--- src/rtl/core/wsfp_pkg.sv ---
// Package for the WebSocket frame parser: phase, kind and cause codes,
// result word type and length-range helpers. No dependencies.
`timescale 1ns / 1ps

package wsfp_pkg;

  localparam int unsigned LenBits = 32;
  localparam logic [63:0] LenLimit = 64'((65'd1 << LenBits) - 65'd1);
  localparam logic [31:0] LenMask = LenLimit[31:0];

  localparam logic [3:0] OpCont  = 4'h0;
  localparam logic [3:0] OpText  = 4'h1;
  localparam logic [3:0] OpBin   = 4'h2;
  localparam logic [3:0] OpClose = 4'h8;
  localparam logic [3:0] OpPing  = 4'h9;
  localparam logic [3:0] OpPong  = 4'hA;

  localparam logic [6:0] Len16Code = 7'd126;
  localparam logic [6:0] Len64Code = 7'd127;

  typedef enum logic [2:0] {
    PhHdr0    = 3'd0,
    PhHdr1    = 3'd1,
    PhExt16   = 3'd2,
    PhExt64   = 3'd3,
    PhKey     = 3'd4,
    PhPayload = 3'd5,
    PhDrop    = 3'd6
  } phase_e;

  typedef enum logic [2:0] {
    KindCont  = 3'd0,
    KindText  = 3'd1,
    KindBin   = 3'd2,
    KindClose = 3'd3,
    KindPing  = 3'd4,
    KindPong  = 3'd5
  } kind_e;

  typedef enum logic [2:0] {
    CauseNone   = 3'd0,
    CauseOpcode = 3'd1,
    CauseHigh   = 3'd2,
    CauseLong   = 3'd3,
    CauseTrunc  = 3'd4
  } cause_e;

  typedef enum logic [2:0] {
    ActNone,
    ActData,
    ActLast,
    ActEmpty,
    ActError
  } act_e;

  typedef struct packed {
    logic        valid;
    logic [7:0]  payload_byte;
    logic        byte_valid;
    logic [2:0]  frame_kind;
    logic [31:0] payload_length;
    logic        error_flag;
    logic [2:0]  error_cause;
    logic        frame_end;
  } result_t;

  // Byte k of the 64-bit length field carries bits 8*(7-k)+7 down to 8*(7-k).
  function automatic logic len_byte_too_high(logic [2:0] k, logic [7:0] b);
    logic [5:0] p;
    logic [7:0] allowed;
    p = {3'(3'd7 - k), 3'b000};
    allowed = 8'(LenLimit >> p);
    return |(b & ~allowed);
  endfunction

endpackage

--- src/rtl/core/wsfp_parser.sv ---
// Frame parser state machine, mask key store and unmasking datapath.
// Depends on wsfp_pkg.
`timescale 1ns / 1ps

module wsfp_parser (
  input  logic             clk_i,
  input  logic             rst_ni,
  input  logic             fire_i,
  input  logic [7:0]       rx_byte_i,
  input  logic             chunk_end_i,
  input  logic [31:0]      max_len_i,
  output wsfp_pkg::result_t res_o
);
  import wsfp_pkg::*;

  phase_e      phase_q, phase_d;
  kind_e       kind_q, kind_d;
  logic        masked_q, masked_d;
  logic [31:0] len_q, len_d;
  logic [31:0] rem_q, rem_d;
  logic [3:0]  cnt_q, cnt_d;
  logic [1:0]  kpos_q, kpos_d;
  logic [7:0]  key_q [4];

  act_e        act;
  cause_e      cause;
  logic        len_fin;
  logic        pay_start;
  logic [7:0]  unmasked;
  logic [6:0]  len7;

  assign len7 = rx_byte_i[6:0];
  assign unmasked = masked_q ? (rx_byte_i ^ key_q[kpos_q]) : rx_byte_i;

  always_comb begin
    phase_d   = phase_q;
    kind_d    = kind_q;
    masked_d  = masked_q;
    len_d     = len_q;
    rem_d     = rem_q;
    cnt_d     = cnt_q;
    kpos_d    = kpos_q;
    act       = ActNone;
    cause     = CauseNone;
    len_fin   = 1'b0;
    pay_start = 1'b0;
    if (fire_i) begin
      unique case (phase_q)
        PhHdr0: begin
          kind_d   = KindCont;
          masked_d = 1'b0;
          len_d    = '0;
          rem_d    = '0;
          cnt_d    = '0;
          kpos_d   = '0;
          act      = ActNone;
          if (rx_byte_i[7]) begin
            unique case (rx_byte_i[3:0])
              OpText:  kind_d = KindText;
              OpBin:   kind_d = KindBin;
              OpClose: kind_d = KindClose;
              OpPing:  kind_d = KindPing;
              OpPong:  kind_d = KindPong;
              default: act = ActError;
            endcase
          end else if (rx_byte_i[3:0] != OpCont) begin
            act = ActError;
          end
          if (act == ActError) begin
            cause   = CauseOpcode;
            phase_d = chunk_end_i ? PhHdr0 : PhDrop;
          end else if (chunk_end_i) begin
            act     = ActError;
            cause   = CauseTrunc;
            phase_d = PhHdr0;
          end else begin
            phase_d = PhHdr1;
          end
        end
        PhHdr1: begin
          masked_d = rx_byte_i[7];
          cnt_d    = '0;
          if (len7 == Len16Code || len7 == Len64Code) begin
            phase_d = (len7 == Len16Code) ? PhExt16 : PhExt64;
            if (chunk_end_i) begin
              act     = ActError;
              cause   = CauseTrunc;
              phase_d = PhHdr0;
            end
          end else begin
            len_d   = {25'd0, len7};
            len_fin = 1'b1;
          end
        end
        PhExt16: begin
          len_d = {len_q[23:0], rx_byte_i} & LenMask;
          cnt_d = cnt_q + 4'd1;
          if (cnt_q >= 4'd1) begin
            len_fin = 1'b1;
          end else if (chunk_end_i) begin
            act     = ActError;
            cause   = CauseTrunc;
            phase_d = PhHdr0;
          end
        end
        PhExt64: begin
          if (len_byte_too_high(cnt_q[2:0], rx_byte_i)) begin
            act     = ActError;
            cause   = CauseHigh;
            phase_d = chunk_end_i ? PhHdr0 : PhDrop;
          end else begin
            len_d = {len_q[23:0], rx_byte_i} & LenMask;
            cnt_d = cnt_q + 4'd1;
            if (cnt_q >= 4'd7) begin
              len_fin = 1'b1;
            end else if (chunk_end_i) begin
              act     = ActError;
              cause   = CauseTrunc;
              phase_d = PhHdr0;
            end
          end
        end
        PhKey: begin
          cnt_d = cnt_q + 4'd1;
          if (cnt_q >= 4'd3) begin
            pay_start = 1'b1;
          end else if (chunk_end_i) begin
            act     = ActError;
            cause   = CauseTrunc;
            phase_d = PhHdr0;
          end
        end
        PhPayload: begin
          kpos_d = kpos_q + 2'd1;
          rem_d  = rem_q - 32'd1;
          if (rem_d == '0) begin
            act     = ActLast;
            phase_d = chunk_end_i ? PhHdr0 : PhDrop;
          end else if (chunk_end_i) begin
            act     = ActError;
            cause   = CauseTrunc;
            phase_d = PhHdr0;
          end else begin
            act = ActData;
          end
        end
        PhDrop: begin
          if (chunk_end_i) begin
            phase_d = PhHdr0;
          end
        end
        default: phase_d = PhHdr0;
      endcase
      if (len_fin) begin
        if (len_d > max_len_i) begin
          act     = ActError;
          cause   = CauseLong;
          phase_d = chunk_end_i ? PhHdr0 : PhDrop;
        end else if (masked_d) begin
          phase_d = PhKey;
          cnt_d   = '0;
          if (chunk_end_i) begin
            act     = ActError;
            cause   = CauseTrunc;
            phase_d = PhHdr0;
          end
        end else begin
          pay_start = 1'b1;
        end
      end
      if (pay_start) begin
        rem_d  = len_d;
        kpos_d = '0;
        if (len_d == '0) begin
          act     = ActEmpty;
          phase_d = chunk_end_i ? PhHdr0 : PhDrop;
        end else if (chunk_end_i) begin
          act     = ActError;
          cause   = CauseTrunc;
          phase_d = PhHdr0;
        end else begin
          phase_d = PhPayload;
        end
      end
    end
  end

  always_comb begin
    res_o.valid          = (act != ActNone);
    res_o.byte_valid     = (act == ActData) || (act == ActLast);
    res_o.payload_byte   = res_o.byte_valid ? unmasked : 8'h00;
    res_o.frame_kind     = kind_d;
    res_o.payload_length = len_d;
    res_o.error_flag     = (act == ActError);
    res_o.error_cause    = cause;
    res_o.frame_end      = (act == ActLast) || (act == ActEmpty) || (act == ActError);
  end

  always_ff @(posedge clk_i or negedge rst_ni) begin
    if (!rst_ni) begin
      phase_q  <= PhHdr0;
      kind_q   <= KindCont;
      masked_q <= 1'b0;
      len_q    <= '0;
      rem_q    <= '0;
      cnt_q    <= '0;
      kpos_q   <= '0;
    end else begin
      phase_q  <= phase_d;
      kind_q   <= kind_d;
      masked_q <= masked_d;
      len_q    <= len_d;
      rem_q    <= rem_d;
      cnt_q    <= cnt_d;
      kpos_q   <= kpos_d;
    end
  end

  always_ff @(posedge clk_i) begin
    if (fire_i && phase_q == PhKey) begin
      key_q[cnt_q[1:0]] <= rx_byte_i;
    end
  end

endmodule

--- src/rtl/core/wsfp_out_reg.sv ---
// Result register for the WebSocket frame parser: holds one result word
// until the consumer takes it. Depends on wsfp_pkg.
`timescale 1ns / 1ps

module wsfp_out_reg (
  input  logic              clk_i,
  input  logic              rst_ni,
  input  logic              load_i,
  input  wsfp_pkg::result_t res_i,
  input  logic              out_stall_i,
  output logic              out_valid_o,
  output logic [7:0]        payload_byte_o,
  output logic              byte_valid_o,
  output logic [2:0]        frame_kind_o,
  output logic [31:0]       payload_length_o,
  output logic              error_flag_o,
  output logic [2:0]        error_cause_o,
  output logic              frame_end_o
);
  import wsfp_pkg::*;

  logic    valid_q, valid_d;
  result_t data_q;

  always_comb begin
    valid_d = valid_q;
    if (load_i) begin
      valid_d = res_i.valid;
    end else if (!out_stall_i) begin
      valid_d = 1'b0;
    end
  end

  always_ff @(posedge clk_i or negedge rst_ni) begin
    if (!rst_ni) begin
      valid_q <= 1'b0;
    end else begin
      valid_q <= valid_d;
    end
  end

  always_ff @(posedge clk_i) begin
    if (load_i && res_i.valid) begin
      data_q <= res_i;
    end
  end

  assign out_valid_o      = valid_q;
  assign payload_byte_o   = data_q.payload_byte;
  assign byte_valid_o     = data_q.byte_valid;
  assign frame_kind_o     = data_q.frame_kind;
  assign payload_length_o = data_q.payload_length;
  assign error_flag_o     = data_q.error_flag;
  assign error_cause_o    = data_q.error_cause;
  assign frame_end_o      = data_q.frame_end;

endmodule

--- src/rtl/core/websocket_frame_parser.sv ---
// WebSocket frame parser, one received byte per clock. An input register takes
// each byte, the header parser and unmasking logic turn it into at most one
// result word, and a result register holds it for the consumer. Sustained rate
// is one byte per cycle unless the output stalls; the input register's result
// is registered, and input stalls only while the result register is full and
// stalled. max_len_q resets to all ones; cfg_ready_o is always high.
// Depends on wsfp_pkg, wsfp_parser and wsfp_out_reg.
`timescale 1ns / 1ps

module websocket_frame_parser (
  input  logic        clk_i,
  input  logic        rst_ni,
  input  logic        cfg_valid_i,
  output logic        cfg_ready_o,
  input  logic [31:0] cfg_data_i,
  input  logic        in_valid_i,
  output logic        in_stall_o,
  input  logic [7:0]  rx_byte_i,
  input  logic        chunk_end_i,
  output logic        out_valid_o,
  input  logic        out_stall_i,
  output logic [7:0]  payload_byte_o,
  output logic        byte_valid_o,
  output logic [2:0]  frame_kind_o,
  output logic [31:0] payload_length_o,
  output logic        error_flag_o,
  output logic [2:0]  error_cause_o,
  output logic        frame_end_o
);
  import wsfp_pkg::*;

  logic        in_valid_q, in_valid_d;
  logic [7:0]  byte_q;
  logic        ce_q;
  logic [31:0] max_len_q;
  logic        fire;
  logic        accept;
  result_t     res;

  assign cfg_ready_o = 1'b1;
  assign fire       = in_valid_q && !(out_valid_o && out_stall_i);
  assign in_stall_o = in_valid_q && out_valid_o && out_stall_i;
  assign accept     = in_valid_i && !in_stall_o;

  always_comb begin
    in_valid_d = in_valid_q;
    if (accept) begin
      in_valid_d = 1'b1;
    end else if (fire) begin
      in_valid_d = 1'b0;
    end
  end

  always_ff @(posedge clk_i or negedge rst_ni) begin
    if (!rst_ni) begin
      in_valid_q <= 1'b0;
      max_len_q  <= '1;
    end else begin
      in_valid_q <= in_valid_d;
      if (cfg_valid_i && cfg_ready_o) begin
        max_len_q <= cfg_data_i;
      end
    end
  end

  always_ff @(posedge clk_i) begin
    if (accept) begin
      byte_q <= rx_byte_i;
      ce_q   <= chunk_end_i;
    end
  end

  wsfp_parser u_parser (
    .clk_i       (clk_i),
    .rst_ni      (rst_ni),
    .fire_i      (fire),
    .rx_byte_i   (byte_q),
    .chunk_end_i (ce_q),
    .max_len_i   (max_len_q),
    .res_o       (res)
  );

  wsfp_out_reg u_out_reg (
    .clk_i            (clk_i),
    .rst_ni           (rst_ni),
    .load_i           (fire),
    .res_i            (res),
    .out_stall_i      (out_stall_i),
    .out_valid_o      (out_valid_o),
    .payload_byte_o   (payload_byte_o),
    .byte_valid_o     (byte_valid_o),
    .frame_kind_o     (frame_kind_o),
    .payload_length_o (payload_length_o),
    .error_flag_o     (error_flag_o),
    .error_cause_o    (error_cause_o),
    .frame_end_o      (frame_end_o)
  );

endmodule

--- config.mk ---
export PLATFORM = sky130hd
export DESIGN_NAME = websocket_frame_parser
export DESIGN_NICKNAME = d
export VERILOG_FILES = /design/src/rtl/core/wsfp_pkg.sv /design/src/rtl/core/wsfp_parser.sv /design/src/rtl/core/wsfp_out_reg.sv /design/src/rtl/core/websocket_frame_parser.sv
export SDC_FILE = /design/constraint.sdc
export NUM_CORES = 1
export LEC_CHECK = 0
export BUFFER_PORTS_ARGS = -buffer_cell sky130_fd_sc_hd__buf_2
export CAP_MARGIN = 20
export CORE_ASPECT_RATIO = 0.8
export CORE_UTILIZATION = 24
export CTS_CLUSTER_SIZE = 40
export DETAILED_ROUTE_END_ITERATION = 12
export HOLD_SLACK_MARGIN = 0.1
export PLACE_DENSITY = 0.37
export SYNTH_ARGS = -nofsm -noshare
export SYNTH_HDL_FRONTEND = slang
export SYNTH_HIERARCHICAL = 1
export SYNTH_SLANG_ARGS = --single-unit
--- constraint.sdc ---
create_clock -name clk_i -period 6.7 [get_ports clk_i]
set_clock_uncertainty 0.05 [all_clocks]
set_input_delay 0 -clock clk_i [delete_from_list [all_inputs] [get_ports clk_i]]
set_output_delay 0 -clock clk_i [all_outputs]
set_load 0.03 [all_outputs]
==> results of run 1 <==
-- cell usage in the layout (no fill, tap or decap), types with 32 or more instances in the layout --
cell,n
dlygate4sd3_1,46
ha_1,39
nor2_1,81
buf_4,32
edfxtp_1,90
buf_2,95
a22o_1,34
nand2_1,61
dfrtp_1,79
nand3_1,35
dfstp_2,32
inv_1,72
a21oi_1,67
-- layer usage --
metal	part of all wire, %	up-vias	routed length (µm)	global-route usage (%)
met5	0	-	0	0
met4	2.2	0	839	4.16
met3	5.5	46	2140	2.66
met2	42	290	16400	24.2
met1	50	4343	19200	25.2
li1	-	4055	-	-
-- worst max-delay path, stage by stage, from the launching register on --
cell	delay, ns
edfxtp_1	0.56
nor4_2	0.44
a211o_1	0.31
nand2_1	0.45
buf_4	0.34
a22oi_1	0.34
inv_1	0.09
ha_1	0.31
nand4_1	0.14
nor4_1	0.37
a21boi_0	0.24
o41ai_1	0.09
a21oi_1	0.70
nor2b_1	0.25
nor2_1	0.09
a41oi_1	0.24
and2_4	0.46
buf_4	0.25
-- sequential cells by signal, indices dropped and copies added (netlist names), 4 cells and up --
signal                      cells
max_len_q                      32
u_out_reg/payload_length_o     32
u_parser/key_q                 32
u_parser/len_q                 32
u_parser/rem_q                 32
byte_q                          8
u_out_reg/payload_byte_o        8
u_parser/cnt_q                  4
-- cell type report --
cell class / instances / area, µm² / area share [%]
Inverter: 74 / 278 / 2.07
Sequential cell: 201 / 5520 / 41.2
Clock inverter: 14 / 158 / 1.18
Tap cell: 603 / 754 / 5.63
Antenna cell: 2 / 5.00 / 0.0373
Multi-Input combinational cell: 669 / 4800 / 35.8
Clock buffer: 29 / 671 / 5.00
Timing Repair Buffer: 175 / 1220 / 9.12
-- report_power, final --
part           switching, mW  total (mW)  internal (mW)
combinational           2.79        4.14           1.34
clock                  0.565        1.39          0.827
sequential             0.455        2.15           1.70
total                   3.81        7.68           3.87
-- cells by family (layout without fill, tap and decap cells) --
family | after synthesis | count (layout) | synth area share, %
AND/OR/NAND/NOR | 299 | 299 | 14.1
adder cells (fa/ha/maj) | 39 | 39 | 4.47
AO/OA/AOI/OAI | 270 | 270 | 17.6
XOR/XNOR | 16 | 16 | 1.28
flip-flops | 201 | 201 | 50.6
buffers and inverters | 135 | 292 | 5.63
other | 1 | 3 | 0.0344
multiplexers | 44 | 44 | 6.38
-- worst min path at each step --
stage	start	slack, ns	depth (start not counted)	endpoint
after CTS	rx_byte_i[3]	0.12	2	byte_q[3]
after global placement	rst_ni	0.09	1	u_parser/len_q[7]
after floorplan	rst_ni	-0.35	0	in_valid_q
after global routing	rx_byte_i[3]	0.13	2	byte_q[3]
after detailed placement	rst_ni	0.09	1	u_parser/len_q[14]
final	rx_byte_i[3]	0.14	2	byte_q[3]
-- stage by stage --
stage / cell area (µm²) / hold WS (ns)
2_1_floorplan: 10900 / -0.346
3_3_place_gp: 12100 / 0.0937
3_5_place_dp: 12100 / 0.0935
5_1_grt: 13400 / 0.128
4_1_cts: 13400 / 0.123
6_report: 13400 / 0.135
==> qor.yml, run 1 <==
start_kind: "register"
rr_startpoint: "byte_q[2]"
layout-drive-gt1-share_pct: 23.6
hold_viol_final: 0
worstSetupPathType: "register to register"
final_cells: 1767
hold_class: "input pin to register"
ys_seq_elements: 201
slew_violations: 0
synth_most_common_cell: "edfxtp_1"
yosys-top-cells-count: "edfxtp_1 (90), nor2_1 (82), dfrtp_1 (79)"
grt.overflow.total: 0
dp.cells: 1675
maxCapViolations: 0
viasPerCell: 4.94
vias: 8734
synthesis.nets: 1090
clockBufferDepth: 3
fin_crit_sh_pct: 90.1
drtPass1Iterations: 5
synth.avg_cell_area_um2: 10.9
fp.coreArea_um2: 44600
yosys.area.top_type: "edfxtp_1"
finalWeightedCongestion: 0.849
row_count: 69
crit_fanout: 21
post_cts_resized: 0
grt_max_degree: 73
grt_antenna_before_repair: 1
tns_ns: 0
place_ws_ns: 0.740
finalPower_mw: 7.68
area_growth_pct: 22.8
cts_tree: "done"
hpwl_um: 27700
hold_buffers: 47
synth_edf_count: 90
yosysUniqueCellTypes: 83
synth_cells: 1005
irDropWorstVdd_mv: 0.235
rsz0062_at_grt: "no"
finalSetupViolations: 0
clkSinkCount: 201
drt_wl_total_um: 38500
r2r_cells: 17
cts_buffers: 24
postCtsSetupBuffers: 0
wl_per_cell_um: 21.8
r2r_slack_ns: 0.66
io_pins: 98
syn_area_um2: 10900
initialDrtViolationCount: 821
required_ns: 6.90
fillCellCount: 4626
crit_path_start: "byte_q[2]"
fin_util_pct: 30.0
worstReg2RegEnd: "u_out_reg/payload_length_o[12]"
route.detailed.drc: 0
synth_top_area_share_pct: 24.8
seq_area_frac_synth_pct: 50.6
postLayoutSetupSlackWorst_ns: 0.661
end_kind: "register"
ant_nets: 0
die_h_um: 193
cp-endpoint: "u_out_reg/payload_length_o[12]"
yosys-top-cells-area: "edfxtp_1 (25%), dfrtp_1 (18%), dfstp_2 (7.7%), ha_1 (4.5%), mux2_4 (4.1%)"
die_area_um2: 46300
ys.flop_type: "edfxtp_1"
grt_usage_pct: 16.6
grt_pass1_wl_um: 57200
worst_pin_slew_ns: 1.08
power.density_nw_per_um2: 573
leakagePower_nw: 5.60
slew_headroom_pct: 27.9
clk_latency_ns: 0.54
port-buffer-count: 96
fmax_mhz: 166
yosys_warnings: 6
die_w_um: 240
clk_pin_slew_worst_paths_ns: 0.06
clock-root-buffer: "clkbuf_16"
async_reset_ff_share_pct: 55.2
fin_crit_ns: 6.04
final_nets: 1230
arrival_ns: 6.24
initial_core_util_pct: 24.5
status: "finished clean"
grt_pass1_vias: 8534
htreeDepth: 1
(Power assumes the default switching activity.)
==> run 2: changes to the inputs <==
RECOVER_POWER = 50   (was not set)
==> run 2 against run 1 <==
Net effect:
- the run now ends with max-capacitance violations, max-slew violations left
- via count up 0.85%
- die area unchanged
- combinational power hardly changed
- sequential share of layout area increased by 0.45 points
- non-clock buffer count is the same
- critical path type unchanged
- wire length down 0.14%
- global-route usage is the same
- cell count unchanged
- first-iteration DRC count decreased by 0.37%
- core utilization decreased by 0.33 points
- critical endpoint unchanged
- largest cell class unchanged
- flip-flop and latch count did not move
==> qor.yml, run 2 (synthesized netlist as in run 1, its figures left out) <==
leakagePower_nw: 5.36
cp.depth: 18
grt.overflow.total: 0
port-buffer-count: 96
final_nets: 1230
fin_util_pct: 29.7
clk_latency_ns: 0.54
viasPerCell: 4.98
slew_violations: 106
r2r_slack_ns: 0.61
timing.hold.ws_ns: 0.138
cpMaxStageDelayCell: "a21oi_1"
min_from: "rx_byte_i[3]"
cts_buffers: 24
crit_fanout: 21
path_delay_family: "simple AND/OR/NAND/NOR gates"
fin_crit_ns: 6.09
route.detailed.drc: 0
clkSinkCount: 201
layout-drive-gt1-share_pct: 15.7
postCtsSetupBuffers: 0
worstReg2RegEnd: "u_out_reg/payload_length_o[12]"
fmax_mhz: 164
status: "finished with violations"
min_to: "byte_q[3]"
die_area_um2: 46300
post_cts_resized: 0
required_ns: 6.90
die_w_um: 240
slew_headroom_pct: -136
initial_core_util_pct: 24.5
hold_depth: 2
rr_startpoint: "byte_q[1]"
worst_pin_slew_ns: 3.54
crit_chain: "clkbuf_1 > nand3_1 > o41a_1 > nand2_1 > buf_4 > a22oi_1 > inv_1 > ha_1 > nand4_1 > nor4_1 > a21boi_0 > o41ai_1 > a21oi_1 > nor2b_1 > nor2_1 > a41oi_1 > and2_4 > buf_4"
area_growth_pct: 21.5
grt_pass1_vias: 8534
tns_ns: 0
wl_per_cell_um: 21.8
worst-path-buf-inv: 4
fin_crit_sh_pct: 90.9
initialDrtViolationCount: 818
final_cell_mix: "edfxtp_1 (90), nor2_1 (81), dfrtp_1 (79)"
grt_usage_pct: 16.6
irDropWorstVdd_mv: 0.245
start_kind: "register"
power.density_nw_per_um2: 578
failed_checks: "max-capacitance violations, max-slew violations"
drtPass1Iterations: 5
die_h_um: 193
hold_viol_final: 0
maxCapViolations: 2
row_count: 69
hold_buffers: 47
hpwl_um: 27700
rsz0062_at_grt: "no"
cts_tree: "done"
finalWeightedCongestion: 0.849
worstSetupPathType: "register to register"
end_kind: "register"
clock-root-buffer: "clkbuf_16"
fp.coreArea_um2: 44600
hold_class: "input pin to register"
vias: 8808
r2r_cells: 18
final_cells: 1767
crit_top_cell: "buf_4"
ant_nets: 0
cp_slowest_stage_delay_ns: 0.69
io_pins: 98
grt_max_degree: 73
clk_pin_slew_worst_paths_ns: 0.06
grt_antenna_before_repair: 1
grt_pass1_wl_um: 57200
htreeDepth: 1
finalSetupViolations: 0
drt_wl_total_um: 38500
arrival_ns: 6.29
dp.cells: 1675
layout_commonest_cell: "edfxtp_1"
clockBufferDepth: 3
-- run 2: cell types whose count changed in the layout (fill, tap and decap cells not counted), sizes merged --
| cell | delta |
|---|---|
| buf | -61 |
| clkbuf | +61 |
-- run 2: through the flow --
stage | instance area, µm² | setup slack, ns | total power [mW]
finish | 13300 | 0.608 | 7.67
global route | 13300 | 0.213 | 8.15
CTS | 13400 | 0.738 | 7.69
detailed placement | 12100 | 0.740 | 6.23
global placement | 12100 | 0.888 | 6.30
floorplan | 10900 | 2.05 | 4.76
-- run 2: cell type report --
cell class                      instances  area, µm²
Multi-Input combinational cell        669       4770
Tap cell                              603        754
Clock buffer                           29        671
Timing Repair Buffer                  175       1110
Antenna cell                            2       5.00
Inverter                               74        278
Fill cell                            4656      31400
Clock inverter                         14        158
Sequential cell                       201       5520
-- run 2: where the power goes --
group	internal (mW)	total, mW	switching (mW)
combinational	1.32	4.12	2.81
clock	0.827	1.39	0.565
sequential	1.69	2.15	0.456
total	3.84	7.67	3.83
-- run 2: worst register-to-register path, cell delays in order (launching register included) --
cell      delay, ns
edfxtp_1       0.37
clkbuf_1       0.51
nand3_1        0.34
o41a_1         0.50
nand2_1        0.54
buf_4          0.28
a22oi_1        0.15
inv_1          0.10
ha_1           0.14
nand4_1        0.15
nor4_1         0.37
a21boi_0       0.24
o41ai_1        0.09
a21oi_1        0.69
nor2b_1        0.25
nor2_1         0.09
a41oi_1        0.23
and2_4         0.45
buf_4          0.27
-- run 2: how the worst max path moves through the flow --
| stage | from | endpoint | slack, ns |
|---|---|---|---|
| 6_report | byte_q[1] | u_out_reg/payload_length_o[12] | 0.61 |
| 5_1_grt | byte_q[1] | u_out_reg/payload_length_o[6] | 0.21 |
| 4_1_cts | byte_q[2] | u_out_reg/payload_length_o[12] | 0.74 |
| 3_5_place_dp | byte_q[2] | u_out_reg/payload_length_o[12] | 0.74 |
| 3_3_place_gp | u_parser/phase_q[0] | u_out_reg/payload_length_o[13] | 0.89 |
| 2_1_floorplan | byte_q[7] | u_out_reg/byte_valid_o | 2.05 |
-- run 2: routing by layer --
layer / GRT usage (%) / share of wire (%) / vias to the layer above
met4: 4.16 / 2.1 / 0
met5: 0 / 0 / -
li1: - / - / 4062
met2: 24.2 / 43 / 318
met1: 25.2 / 49 / 4382
met3: 2.66 / 5.9 / 46
==> run 3: changes to the inputs <==
REMOVE_ABC_BUFFERS = 1   (was not set)
==> run 3 against run 2 <==
Net effect:
- the flow still finishes with violations (max-capacitance violations, max-slew violations)
- first-iteration DRC count shrank 3.9%
- cell count grew 1.6%
- critical endpoint is now u_out_reg/payload_length_o[23]
- sequential power is essentially flat
- largest power group unchanged
==> qor.yml, run 3 (synthesized netlist as in run 1, its figures left out) <==
hold_viol_final: 0
finalWeightedCongestion: 0.845
hold_class: "input pin to register"
clkSinkCount: 201
fin_area_um2: 13600
n_antenna_cell: 0
path_delay_family: "simple AND/OR/NAND/NOR gates"
rsz0062_at_grt: "no"
grt_pass1_wl_um: 57000
slew_violations: 97
worstSetupPathType: "register to register"
route.detailed.drc: 0
initial_core_util_pct: 24.5
crit_chain: "clkbuf_1 > nand3_1 > o41a_1 > nand2_1 > a22oi_1 > inv_1 > ha_1 > nand4_1 > nor4_1 > o41ai_1 > a21oi_1 > nor2b_1 > nor2_1 > a41oi_1 > and2_4 > buf_12"
cpMaxStageDelayCell: "nor4_1"
post_cts_resized: 0
fin_crit_ns: 6.18
die_h_um: 193
layout_commonest_cell: "edfxtp_1"
leakagePower_nw: 5.51
final_cell_mix: "edfxtp_1 (90), nor2_1 (81), dfrtp_1 (79)"
failed_checks: "max-capacitance violations, max-slew violations"
required_ns: 6.89
clock-root-buffer: "clkbuf_16"
area_growth_pct: 24.4
grt_usage_pct: 16.6
cp_slowest_stage_delay_ns: 0.70
place_ws_ns: 0.624
status: "finished with violations"
worst-path-buf-inv: 3
initialDrtViolationCount: 786
postCtsSetupBuffers: 0
drt_wl_total_um: 38300
postLayoutSetupSlackWorst_ns: 0.524
grt_pass1_vias: 8638
power.density_nw_per_um2: 577
clk_pin_slew_worst_paths_ns: 0.06
place_area_um2: 12100
final_nets: 1258
start_kind: "register"
clk_latency_ns: 0.55
arrival_ns: 6.37
cts_buffers: 25
fp.coreArea_um2: 44600
cts_tree: "done"
finalPower_mw: 7.84
maxCapViolations: 2
row_count: 69
die_area_um2: 46300
grt_max_degree: 74
io_pins: 98
ant_nets: 0
layout-drive-gt1-share_pct: 15.0
slew_headroom_pct: -171
vias: 8864
end_kind: "register"
finalSetupViolations: 0
hpwl_um: 27400
tns_ns: 0
die_w_um: 240
crit_fanout: 35
worst_pin_slew_ns: 4.06
grt.overflow.total: 0
htreeDepth: 1
fmax_mhz: 162
clockBufferDepth: 3
fin_crit_sh_pct: 92.2
grt_antenna_before_repair: 0
port-buffer-count: 96
irDropWorstVdd_mv: 0.284
dp.cells: 1674
final_cells: 1795
wl_per_cell_um: 21.3
viasPerCell: 4.94
drtPass1Iterations: 5
## run 3: cell types whose count changed in the layout (fill, tap and decap cells not counted), sizes merged
cell | before | now
clkinvlp | 4 | 1
inv | 73 | 74
bufinv | 3 | 4
clkbuf | 90 | 95
dlygate4sd3 | 46 | 74
clkinv | 8 | 6
diode | 2 | 0
## run 3: timing repair
| action | CTS | global route |
|---|---|---|
| hold buffers | 75 | 0 |
| endpoints found under the setup margin | 0 | 0 |
| endpoints found under the hold margin | 101 | 0 |
## run 3: final cells by class
cell class	instances	area, µm²
Fill cell	4642	31100
Sequential cell	201	5520
Multi-Input combinational cell	669	4770
Timing Repair Buffer	202	1390
Tap cell	603	754
Clock buffer	35	693
Inverter	74	278
Clock inverter	11	179
## run 3: stage by stage
stage / hold WS [ns] / util [%]
6_report: 0.101 / 30.4
5_1_grt: 0.105 / 30.4
4_1_cts: 0.100 / 30.7
3_5_place_dp: 0.0311 / 27.1
3_3_place_gp: 0.0289 / 27.1
2_1_floorplan: -0.346 / -
## run 3: path summary, 6_finish.rpt
check,start,end,slack (ns),cells after the start
setup / recovery,byte_q[1],u_out_reg/payload_length_o[23],0.52,16
hold reg to reg,u_parser/kind_q[1],u_parser/kind_q[1],0.43,2
max in group asynchronous,rst_ni,u_parser/len_q[25],1.88,3
hold / removal,cfg_valid_i,max_len_q[3],0.10,3
min in group asynchronous,rst_ni,max_len_q[6],0.77,2
setup reg to reg,byte_q[1],u_out_reg/payload_length_o[23],0.52,16
## run 3: power by group
part / switching [mW] / internal, mW
sequential: 0.468 / 1.69
clock: 0.571 / 0.881
combinational: 2.89 / 1.33
total: 3.93 / 3.91
## run 3: worst reg2reg max path: cells and delay by family (launching register included)
| kind | cells | cell delay [ns] |
|---|---|---|
| and+or+nand+nor | 7 | 2.61 |
| AOI/OAI and AO/OA | 5 | 1.72 |
| buffers and inverters | 3 | 0.92 |
| DFF | 1 | 0.36 |
| adders and majority gates | 1 | 0.16 |
## run 3: metal layers
| layer | track usage (%) | vias up | part of all wire, % |
|---|---|---|---|
| met5 | 0 | - | 0 |
| met4 | 3.92 | 0 | 1.9 |
| met3 | 3.12 | 36 | 5.9 |
| met2 | 23.3 | 283 | 41 |
| met1 | 25.6 | 4427 | 51 |
| li1 | - | 4118 | - |
